`config.mk`:
```
export PLATFORM = sky130hd
export DESIGN_NAME = multiturn_encoder_position_tracker
export DESIGN_NICKNAME = d
export VERILOG_FILES = /design/src/mtrk_pkg.sv /design/src/mtrk_update.sv /design/src/multiturn_encoder_position_tracker.sv
export SDC_FILE = /design/constraint.sdc
export NUM_CORES = 2
export LEC_CHECK = 0
export BUFFER_PORTS_ARGS = -buffer_cell sky130_fd_sc_hd__buf_2
export CORE_ASPECT_RATIO = 1.4
export CORE_MARGIN = 2
export CORE_UTILIZATION = 52
export DETAILED_ROUTE_END_ITERATION = 12
export PLACE_DENSITY = 0.68
export SYNTH_ARGS = -nofsm -noshare
export SYNTH_HDL_FRONTEND = slang
export SYNTH_SLANG_ARGS = --single-unit
```
`constraint.sdc`:
```
create_clock -name clk_i -period 37 [get_ports clk_i]
set_input_delay 7.4 -clock clk_i [delete_from_list [all_inputs] [get_ports clk_i]]
set_output_delay 7.4 -clock clk_i [all_outputs]
set_load 0.01 [all_outputs]
```
`src/mtrk_pkg.sv`:
```
// shared types and constants for the multi-turn position tracker
package mtrk_pkg;

  localparam int PRECISION_BITS = 12;
  localparam int TURN_BITS      = 16;
  localparam int RAW_W          = 16;
  localparam int POS_W          = 28;
  localparam int VEL_W          = 32;
  localparam int ALPHA_W        = 16;
  localparam int CALC_W         = TURN_BITS + PRECISION_BITS + POS_W;
  localparam int PA_W           = POS_W + ALPHA_W + 1;
  localparam int PB_W           = VEL_W + ALPHA_W + 1;
  localparam int SUM_W          = PA_W + 8;

  localparam logic [ALPHA_W-1:0] ALPHA_RESET = ALPHA_W'(46884);

  typedef enum logic [1:0] {
    FUNC_UPDATE   = 2'd0,
    FUNC_POSITION = 2'd1,
    FUNC_RESYNC   = 2'd2,
    FUNC_CLEAR    = 2'd3
  } func_e;

  typedef enum logic {
    REG_DIRECTION = 1'b0,
    REG_ALPHA     = 1'b1
  } reg_idx_e;

  typedef struct packed {
    logic [1:0]       func;
    logic [RAW_W-1:0] raw_angle;
  } in_t;

  typedef struct packed {
    logic                    status;
    logic signed [POS_W-1:0] position_counts;
    logic signed [VEL_W-1:0] velocity_q16;
  } out_t;

  typedef struct packed {
    logic [PRECISION_BITS-1:0] last_raw;
    logic [TURN_BITS-1:0]      turn_count;
    logic [POS_W-1:0]          last_position;
    logic signed [VEL_W-1:0]   filtered_velocity;
  } st_t;

endpackage

```
`src/mtrk_update.sv`:
```
// next tracker state and result for one word: unwrap, position, iir velocity, resync or clear
module mtrk_update (
  input  mtrk_pkg::st_t              st_i,
  input  mtrk_pkg::in_t              item_i,
  input  logic                       dir_i,
  input  logic [mtrk_pkg::ALPHA_W-1:0] alpha_i,
  output mtrk_pkg::st_t              st_o,
  output mtrk_pkg::out_t             res_o
);

  localparam int PB = mtrk_pkg::PRECISION_BITS;
  localparam int TB = mtrk_pkg::TURN_BITS;
  localparam int CW = mtrk_pkg::CALC_W;
  localparam int SW = mtrk_pkg::SUM_W;
  localparam int VW = mtrk_pkg::VEL_W;

  localparam logic signed [PB:0] HalfPos = (PB+1)'(1 << (PB - 1));
  localparam logic signed [PB:0] HalfNeg = -HalfPos;
  localparam logic signed [SW-1:0] VelMax = (SW'(1) <<< (VW - 1)) - SW'(1);
  localparam logic signed [SW-1:0] VelMin = -(SW'(1) <<< (VW - 1));

  logic                              bad;
  logic [PB-1:0]                     raw;
  logic signed [PB:0]                diff_raw;
  logic                              jump;
  logic                              up;
  logic [TB-1:0]                     turn_nx;
  logic signed [CW-1:0]              turn_ext;
  logic signed [CW-1:0]              raw_ext;
  logic signed [CW-1:0]              pos_full;
  logic [mtrk_pkg::POS_W-1:0]        pos_nx;
  logic signed [mtrk_pkg::POS_W-1:0] dp;
  logic signed [mtrk_pkg::ALPHA_W:0] alpha_s;
  logic signed [mtrk_pkg::PA_W-1:0]  prod_a;
  logic signed [mtrk_pkg::PB_W-1:0]  prod_b;
  logic signed [mtrk_pkg::PB_W:0]    neg_b;
  logic signed [mtrk_pkg::PB_W:0]    corr;
  logic signed [SW-1:0]              vel_sum;
  logic signed [VW-1:0]              vel_nx;

  always_comb begin
    bad      = |(item_i.raw_angle >> PB);
    raw      = item_i.raw_angle[PB-1:0];
    diff_raw = $signed({1'b0, st_i.last_raw}) - $signed({1'b0, raw});
    jump     = (diff_raw >= HalfPos) || (diff_raw <= HalfNeg);
    up       = !diff_raw[PB] ^ dir_i;
    if (jump) begin
      turn_nx = up ? st_i.turn_count + TB'(1) : st_i.turn_count - TB'(1);
    end else begin
      turn_nx = st_i.turn_count;
    end

    // position = turns * full scale + signed raw, wrapped to the position width
    turn_ext = $signed({{(CW-TB){turn_nx[TB-1]}}, turn_nx}) <<< PB;
    raw_ext  = $signed(CW'(raw));
    pos_full = dir_i ? turn_ext - raw_ext : turn_ext + raw_ext;
    pos_nx   = pos_full[mtrk_pkg::POS_W-1:0];

    // alpha * (dp*2^16 - f) / 2^16 split as alpha*dp + floor(-alpha*f / 2^16)
    dp      = $signed(pos_nx - st_i.last_position);
    alpha_s = $signed({1'b0, alpha_i});
    prod_a  = dp * alpha_s;
    prod_b  = st_i.filtered_velocity * alpha_s;
    neg_b   = -((mtrk_pkg::PB_W+1)'(prod_b));
    corr    = neg_b >>> 16;
    vel_sum = SW'(st_i.filtered_velocity) + SW'(prod_a) + SW'(corr);
    if (vel_sum > VelMax) begin
      vel_nx = VW'(VelMax);
    end else if (vel_sum < VelMin) begin
      vel_nx = VW'(VelMin);
    end else begin
      vel_nx = vel_sum[VW-1:0];
    end

    st_o = st_i;
    if (!bad) begin
      case (mtrk_pkg::func_e'(item_i.func))
        mtrk_pkg::FUNC_UPDATE: begin
          st_o.last_raw          = raw;
          st_o.turn_count        = turn_nx;
          st_o.last_position     = pos_nx;
          st_o.filtered_velocity = vel_nx;
        end
        mtrk_pkg::FUNC_POSITION: begin
          st_o.last_raw      = raw;
          st_o.turn_count    = turn_nx;
          st_o.last_position = pos_nx;
        end
        mtrk_pkg::FUNC_RESYNC: begin
          st_o.last_raw = raw;
        end
        mtrk_pkg::FUNC_CLEAR: begin
          st_o.turn_count = '0;
        end
        default: begin
          st_o = st_i;
        end
      endcase
    end

    res_o.status          = bad;
    res_o.position_counts = $signed(st_o.last_position);
    res_o.velocity_q16    = st_o.filtered_velocity;
  end

endmodule

```
`src/multiturn_encoder_position_tracker.sv`:
```
// top level: multi-turn position tracker with iir velocity filter
// Accepts one raw angle word per clock while the output is not stalled and returns one
// result per word: the word is registered in the input register, the update logic (unwrap,
// position, two 16-bit coefficient multiplies and a saturating add) works on it and writes
// the tracker state and the output register together once the output register is free.
// The state loop through that logic sets the sustained rate of one word per cycle.
// Out-of-range words return status 1 and leave the state untouched. Configuration writes
// are always taken and apply to every word processed after the write.
module multiturn_encoder_position_tracker (
  input  logic           clk_i,
  input  logic           rst_ni,
  input  logic           in_valid_i,
  output logic           in_ready_o,
  input  mtrk_pkg::in_t  in_data_i,
  output logic           out_valid_o,
  input  logic           out_ready_i,
  output mtrk_pkg::out_t out_data_o,
  input  logic           cfg_valid_i,
  output logic           cfg_ready_o,
  input  logic           cfg_idx_i,
  input  logic [15:0]    cfg_data_i
);

  mtrk_pkg::in_t                in_q;
  logic                         in_vld_q;
  mtrk_pkg::out_t               out_q;
  mtrk_pkg::out_t               out_d;
  logic                         out_vld_q;
  mtrk_pkg::st_t                st_q;
  mtrk_pkg::st_t                st_d;
  logic                         dir_q;
  logic [mtrk_pkg::ALPHA_W-1:0] alpha_q;
  logic                         proc;

  assign proc        = in_vld_q && (!out_vld_q || out_ready_i);
  assign in_ready_o  = !in_vld_q || proc;
  assign out_valid_o = out_vld_q;
  assign out_data_o  = out_q;
  assign cfg_ready_o = 1'b1;

  mtrk_update u_update (
    .st_i   (st_q),
    .item_i (in_q),
    .dir_i  (dir_q),
    .alpha_i(alpha_q),
    .st_o   (st_d),
    .res_o  (out_d)
  );

  always_ff @(posedge clk_i or negedge rst_ni) begin
    if (!rst_ni) begin
      in_vld_q  <= 1'b0;
      out_vld_q <= 1'b0;
      st_q      <= '0;
      dir_q     <= 1'b0;
      alpha_q   <= mtrk_pkg::ALPHA_RESET;
    end else begin
      if (in_ready_o) begin
        in_vld_q <= in_valid_i;
      end
      if (proc) begin
        out_vld_q <= 1'b1;
        st_q      <= st_d;
      end else if (out_ready_i) begin
        out_vld_q <= 1'b0;
      end
      if (cfg_valid_i) begin
        case (mtrk_pkg::reg_idx_e'(cfg_idx_i))
          mtrk_pkg::REG_DIRECTION: dir_q <= cfg_data_i[0];
          mtrk_pkg::REG_ALPHA:     alpha_q <= cfg_data_i;
          default:                 dir_q <= dir_q;
        endcase
      end
    end
  end

  always_ff @(posedge clk_i) begin
    if (in_ready_o && in_valid_i) begin
      in_q <= in_data_i;
    end
    if (proc) begin
      out_q <= out_d;
    end
  end

  // rejected words leave the tracker state alone
  assert property (@(posedge clk_i) disable iff (!rst_ni)
    proc && out_d.status |=> st_q == $past(st_q))
    else $error("state changed on a rejected word");

  // the turn counter moves by at most one turn per sample unless cleared
  assert property (@(posedge clk_i) disable iff (!rst_ni)
    proc && (mtrk_pkg::func_e'(in_q.func) != mtrk_pkg::FUNC_CLEAR) |=>
      (st_q.turn_count == $past(st_q.turn_count)) ||
      (st_q.turn_count == $past(st_q.turn_count) + mtrk_pkg::TURN_BITS'(1)) ||
      (st_q.turn_count == $past(st_q.turn_count) - mtrk_pkg::TURN_BITS'(1)))
    else $error("turn counter jumped by more than one");

  // the result shows the position held in the state after the sample
  assert property (@(posedge clk_i) disable iff (!rst_ni)
    proc |=> out_vld_q && (out_q.position_counts == $signed(st_q.last_position)))
    else $error("result position differs from tracker state");

endmodule

```
# Word-level counts from Yosys, hierarchy flattened
# Cells that the tools add are included.
dict set report totals {
  regBits 186
  input_bits 40
  out_inout_bits 64
  word_cells 63
}
dict set report classes {
  n_addsub 9
  mul 2
  magnitude_cmp 4
  eq_ne 3
  n_mux 11
  bitwise 3
  n_reduce_logical 18
}
# cell n
set ops {}
lappend ops {{32-bit 2-to-1 mux} 3}
lappend ops {{60-bit 2-to-1 mux} 1}
lappend ops {{28-bit 2-to-1 mux} 2}
lappend ops {{53-bit by 32-bit greater-than comparator with 1-bit output, second input constant} 1}
lappend ops {{53-bit by 32-bit less-than comparator with 1-bit output, second input constant} 1}
lappend ops {{49-bit negator with 50-bit output} 1}
lappend ops {{32-bit by 17-bit multiplier with 49-bit output} 1}
lappend ops {{46-bit by 34-bit adder with 47-bit output} 1}
lappend ops {{32-bit by 45-bit adder with 46-bit output} 1}
lappend ops {{28-bit by 17-bit multiplier with 45-bit output} 1}
lappend ops {{16-bit 2-to-1 mux} 2}
lappend ops {{16-bit case mux with 2 select lines} 1}
lappend ops {{28-bit by 13-bit adder with 28-bit output} 1}
lappend ops {{28-bit by 13-bit subtractor with 28-bit output} 1}
lappend ops {{28-bit subtractor} 1}
lappend ops {{16-bit by 1-bit adder with 16-bit output, second input constant} 1}
lappend ops {{16-bit by 1-bit subtractor with 16-bit output, second input constant} 1}
lappend ops {{13-bit >= comparator, second input constant} 1}
lappend ops {{13-bit by 12-bit less-or-equal comparator with 1-bit output, second input constant} 1}
lappend ops {{12-bit by 12-bit subtractor with 13-bit output} 1}
lappend ops {{3-bit AND reduction} 2}
lappend ops {{2-bit == test, second input constant} 2}
lappend ops {{2-bit AND reduction} 2}
lappend ops {{2-bit nonzero test} 2}
lappend ops {{other kinds (11)} 18}

# Longest topological paths before layout
dict set report depth {
  ltp_word 16
  mapped_depth 62
  mapped_depth_nobuf 55
}

# Hierarchy
# From an unflattened synthesis, not the netlist that was laid out.
dict set report unflattened {
  hier_cells 5052
  hier_area_um2 47096.4
}
# module instances cells_per_inst area_per_inst_um2 seq_area_each_um2
set modules_own_cells {}
lappend modules_own_cells {mtrk_update 1 4740 40681.5 0.0}
lappend modules_own_cells {multiturn_encoder_position_tracker 1 312 6414.9 5059.9}

# Worst setup path after synthesis
# Ideal clock, no wire load.
dict set report synth_path {
  path_type {input port to output port}
  startpoint {in out_ready_i}
  endpoint {out in_ready_o}
  arrival_ns 7.609
  required_time_ns 29.600
  slack_ns 21.991
  stages 1
  path_buffers 0
  path_cell_list {nand3b_1}
}
dict set report synth_between {
  elab_chain_len 3
}
# element line
set synth_lines {}
lappend synth_lines {{start, declared} multiturn_encoder_position_tracker.sv:16} ;# input logic out_ready_i,
lappend synth_lines {{1-bit logical OR} multiturn_encoder_position_tracker.sv:35} ;# assign proc = in_vld_q && (!out_vld_q || out_ready_i);
lappend synth_lines {{1-bit logical AND} multiturn_encoder_position_tracker.sv:35}
lappend synth_lines {{1-bit logical OR} multiturn_encoder_position_tracker.sv:36} ;# assign in_ready_o = !in_vld_q || proc;
lappend synth_lines {{end, declared} multiturn_encoder_position_tracker.sv:13} ;# output logic in_ready_o,
# Every way passes these cells.

==> metrics.yaml <==
final_layout:
  final_cell_mix: "1133 x inv_1, 993 x fa_1, 657 x nand2_1"
  nNetsFinal: 6580
  final_common_cell: "inv_1"
  area_growth_pct: 4.38
  drive_gt1_share_pct: 5.79
setup_path:
  critPathArrivalTime_ns: 17.06
  timing.critical_path.mode_cell: "fa_1"
  criticalPathCategory: "register to register"
  critPathCaptureType: "register"
  critPathSlowestCell: "fa_1"
  cp.required_ns: 37.20
  slowest_delay_ns: 1.05
  crit_fanout: 64
  cp-start-kind: "register"
yosys:
  synth_top_family_by_area: "adder cells"
  synthFlopType: "dfrtp_1"
  synth.area.mux_share_pct: 0.956
  synth-compound-area-share_pct: 8.03
  synth_top_area_share_pct: 41.4
  synth_cell_types: 91
  yosysWarnings: 0
  synth_area_leaders: "fa_1 41%, inv_1 8.9%, ha_1 8.1%, and2_1 6.1%, dfrtp_1 5.2%"
  synthSimpleGateAreaFrac_pct: 17.3
  yosysTopAreaCell: "fa_1"
  synth_area_um2: 48000
  synth_nets: 6679
  avgSynthCellArea_um2: 9.00
  synth_cells: 5335
  yosys.area_share.adder_pct: 49.5
  synth-seq-area-share_pct: 10.5
  synth-edff-count: 79
  synthXorXnorAreaFrac_pct: 2.46
  async_flop_share_pct: 57.5
  ys_ff_latch: 186
routing:
  drc: 0
  vias_per_cell: 5.63
  wire_per_inst_um: 20.2
  ant_nets: 0
  first_pass_iters: 6
  via_count: 36300
  wl_um: 130000
  drt_iter0_drc: 2176
die:
  start_util_pct: 52.6
  core_area_um2: 91300
  fp-row-count: 131
  die-area_um2: 94900
  die_x_um: 261
  die_h_um: 364
  pin_count: 104
clock_network:
  clock_latency_ns: 0.53
  cts_sinks: 186
  path_clk_slew_ns: 0.08
  cts_htree_levels: 4
  cts_buffers: 17
  tritoncts: "built"
  cts_buffer_depth: 2
  cts_hold_buf: 0
  post_cts_buffers: 0
  cts-root-buf: "clkbuf_16"
  cts_resized: 0
status:
  status: "finished clean"
global_routing:
  grt_pass1_wl_um: 211000
  grt_pass1_vias: 39100
  grt_max_degree: 68
  grtUsageTotal_pct: 29.0
  antenna_found_initial: 10
  gr-total-overflow: 0
sta:
  setup_viol: 0
  layout_min_cycle_time_ns: 16.86
  worst_slack_ns: 20.14
  setup_tns_ns: 0
  worstMarginPinSlew_ns: 1.16
  slew_violations: 0
  max_freq_mhz: 59.3
  finalHoldViolations: 0
  rsz0062_at_grt: "no"
  clock_skew_ns: 0.0353
  slew_headroom_pct: 22.8
  fin_crit_sh_pct: 45.6
job:
  cap_viol_max_count: 0
place:
  routabilityCongestion: 0.960
  io_buffers: 102
  hpwlAfterDp_um: 105000
  pre_cts_ws_ns: 20.27
min_path:
  holdCritPathClass: "register to register"
[layout make-up]
type	count	area, µm²
diodes	2	5.00
well taps	1197	1500
clock inverters	15	188
clock buffers	17	425
repair buffers	172	1040
multi-input cells	3726	37700
fillers	8243	41200
flip-flops and latches	186	5070
inverters	1133	4250
[critical path: cells and delay by family (launching register included)]
kind                       cells  cell delay [ns]
and+or+nand+nor               11             3.14
xor gates and xnor gates       2             0.41
DFF                            1             0.43
adders and majority gates     11             5.11
buffers and inverters          5             0.66
muxes                          1             0.16
AOI/OAI and AO/OA             19             6.57
[flip-flops by register name, summed over array words and instances, names as in the netlist]
signal,cells
alpha_q,16
dir_q,1
in_q,18
in_vld_q,1
out_data_o,61
out_valid_o,1
st_q,88
[stage by stage]
step                      instance area [µm²]  util, %  cells  hold WS [ns]
after floorplan                         48000        -   5335         0.449
after global placement                  49500     54.2   6414         0.468
after detailed placement                49500     54.2   6414         0.475
after CTS                               50100     54.9   6446         0.493
after global routing                    50100     54.9   6446         0.527
final                                   50100     54.9   6448         0.491
[per-layer routing]
| layer | routed length, µm | GRT usage (%) | part of all wire, % |
|---|---|---|---|
| met5 | 11 | 0 | 0.0084 |
| met1 | 47100 | 32.4 | 36 |
| met3 | 5600 | 3.21 | 4.3 |
| met2 | 68900 | 53.0 | 53 |
| met4 | 8680 | 16.6 | 6.7 |
[worst paths after layout]
check                           startpoint             to  slack (ns)  depth (start not counted)
worst max-delay path               in_q[0]  out_data_o[7]       20.14                         49
worst min-delay path              st_q[86]       st_q[86]        0.49                          2
worst max register to register     in_q[0]  out_data_o[7]       20.14                         49
worst min register to register    st_q[86]       st_q[86]        0.49                          2
max in group asynchronous           rst_ni    alpha_q[14]       28.61                          2
min in group asynchronous           rst_ni       st_q[24]        6.99                          1
[cells in the mapped netlist, types with 6 or more instances]
library cell	instances
nand2b_1	24
a21o_1	44
mux2i_1	11
mux2_2	31
o21bai_1	13
a21oi_1	142
fa_1	993
dfrtp_1	99
edfxtp_1	79
o21a_1	22
or2_2	13
or4_1	9
nand2_1	657
a22oi_1	12
a41oi_2	9
nor3b_1	7
xnor2_1	98
nand3_1	86
nand4_1	64
clkbuf_1	259
o31ai_1	7
nor2_1	132
or3_1	18
nor3_1	84
a32oi_1	12
o21ai_0	148
o31a_1	6
o22ai_1	6
and3_1	14
a211oi_1	14
nor2b_1	42
o41ai_1	8
and2_1	472
o211ai_1	18
a41oi_1	17
inv_1	1133
a31oi_1	28
nor4_1	15
xor2_1	37
buf_1	21
ha_1	311
or2_1	10
o21ai_1	7
a221o_1	6
dfstp_2	8
[cells by family after synthesis]
family | Yosys count
flip-flops | 186
AO/OA/AOI/OAI | 579
buffers and inverters | 1423
other | 1
multiplexers | 42
XOR/XNOR | 135
AND/OR/NAND/NOR | 1665
adder cells (fa/ha/maj) | 1304
Power is not shown: default switching activity piles up to over one toggle a cycle in this logic, so the estimate is an artifact.
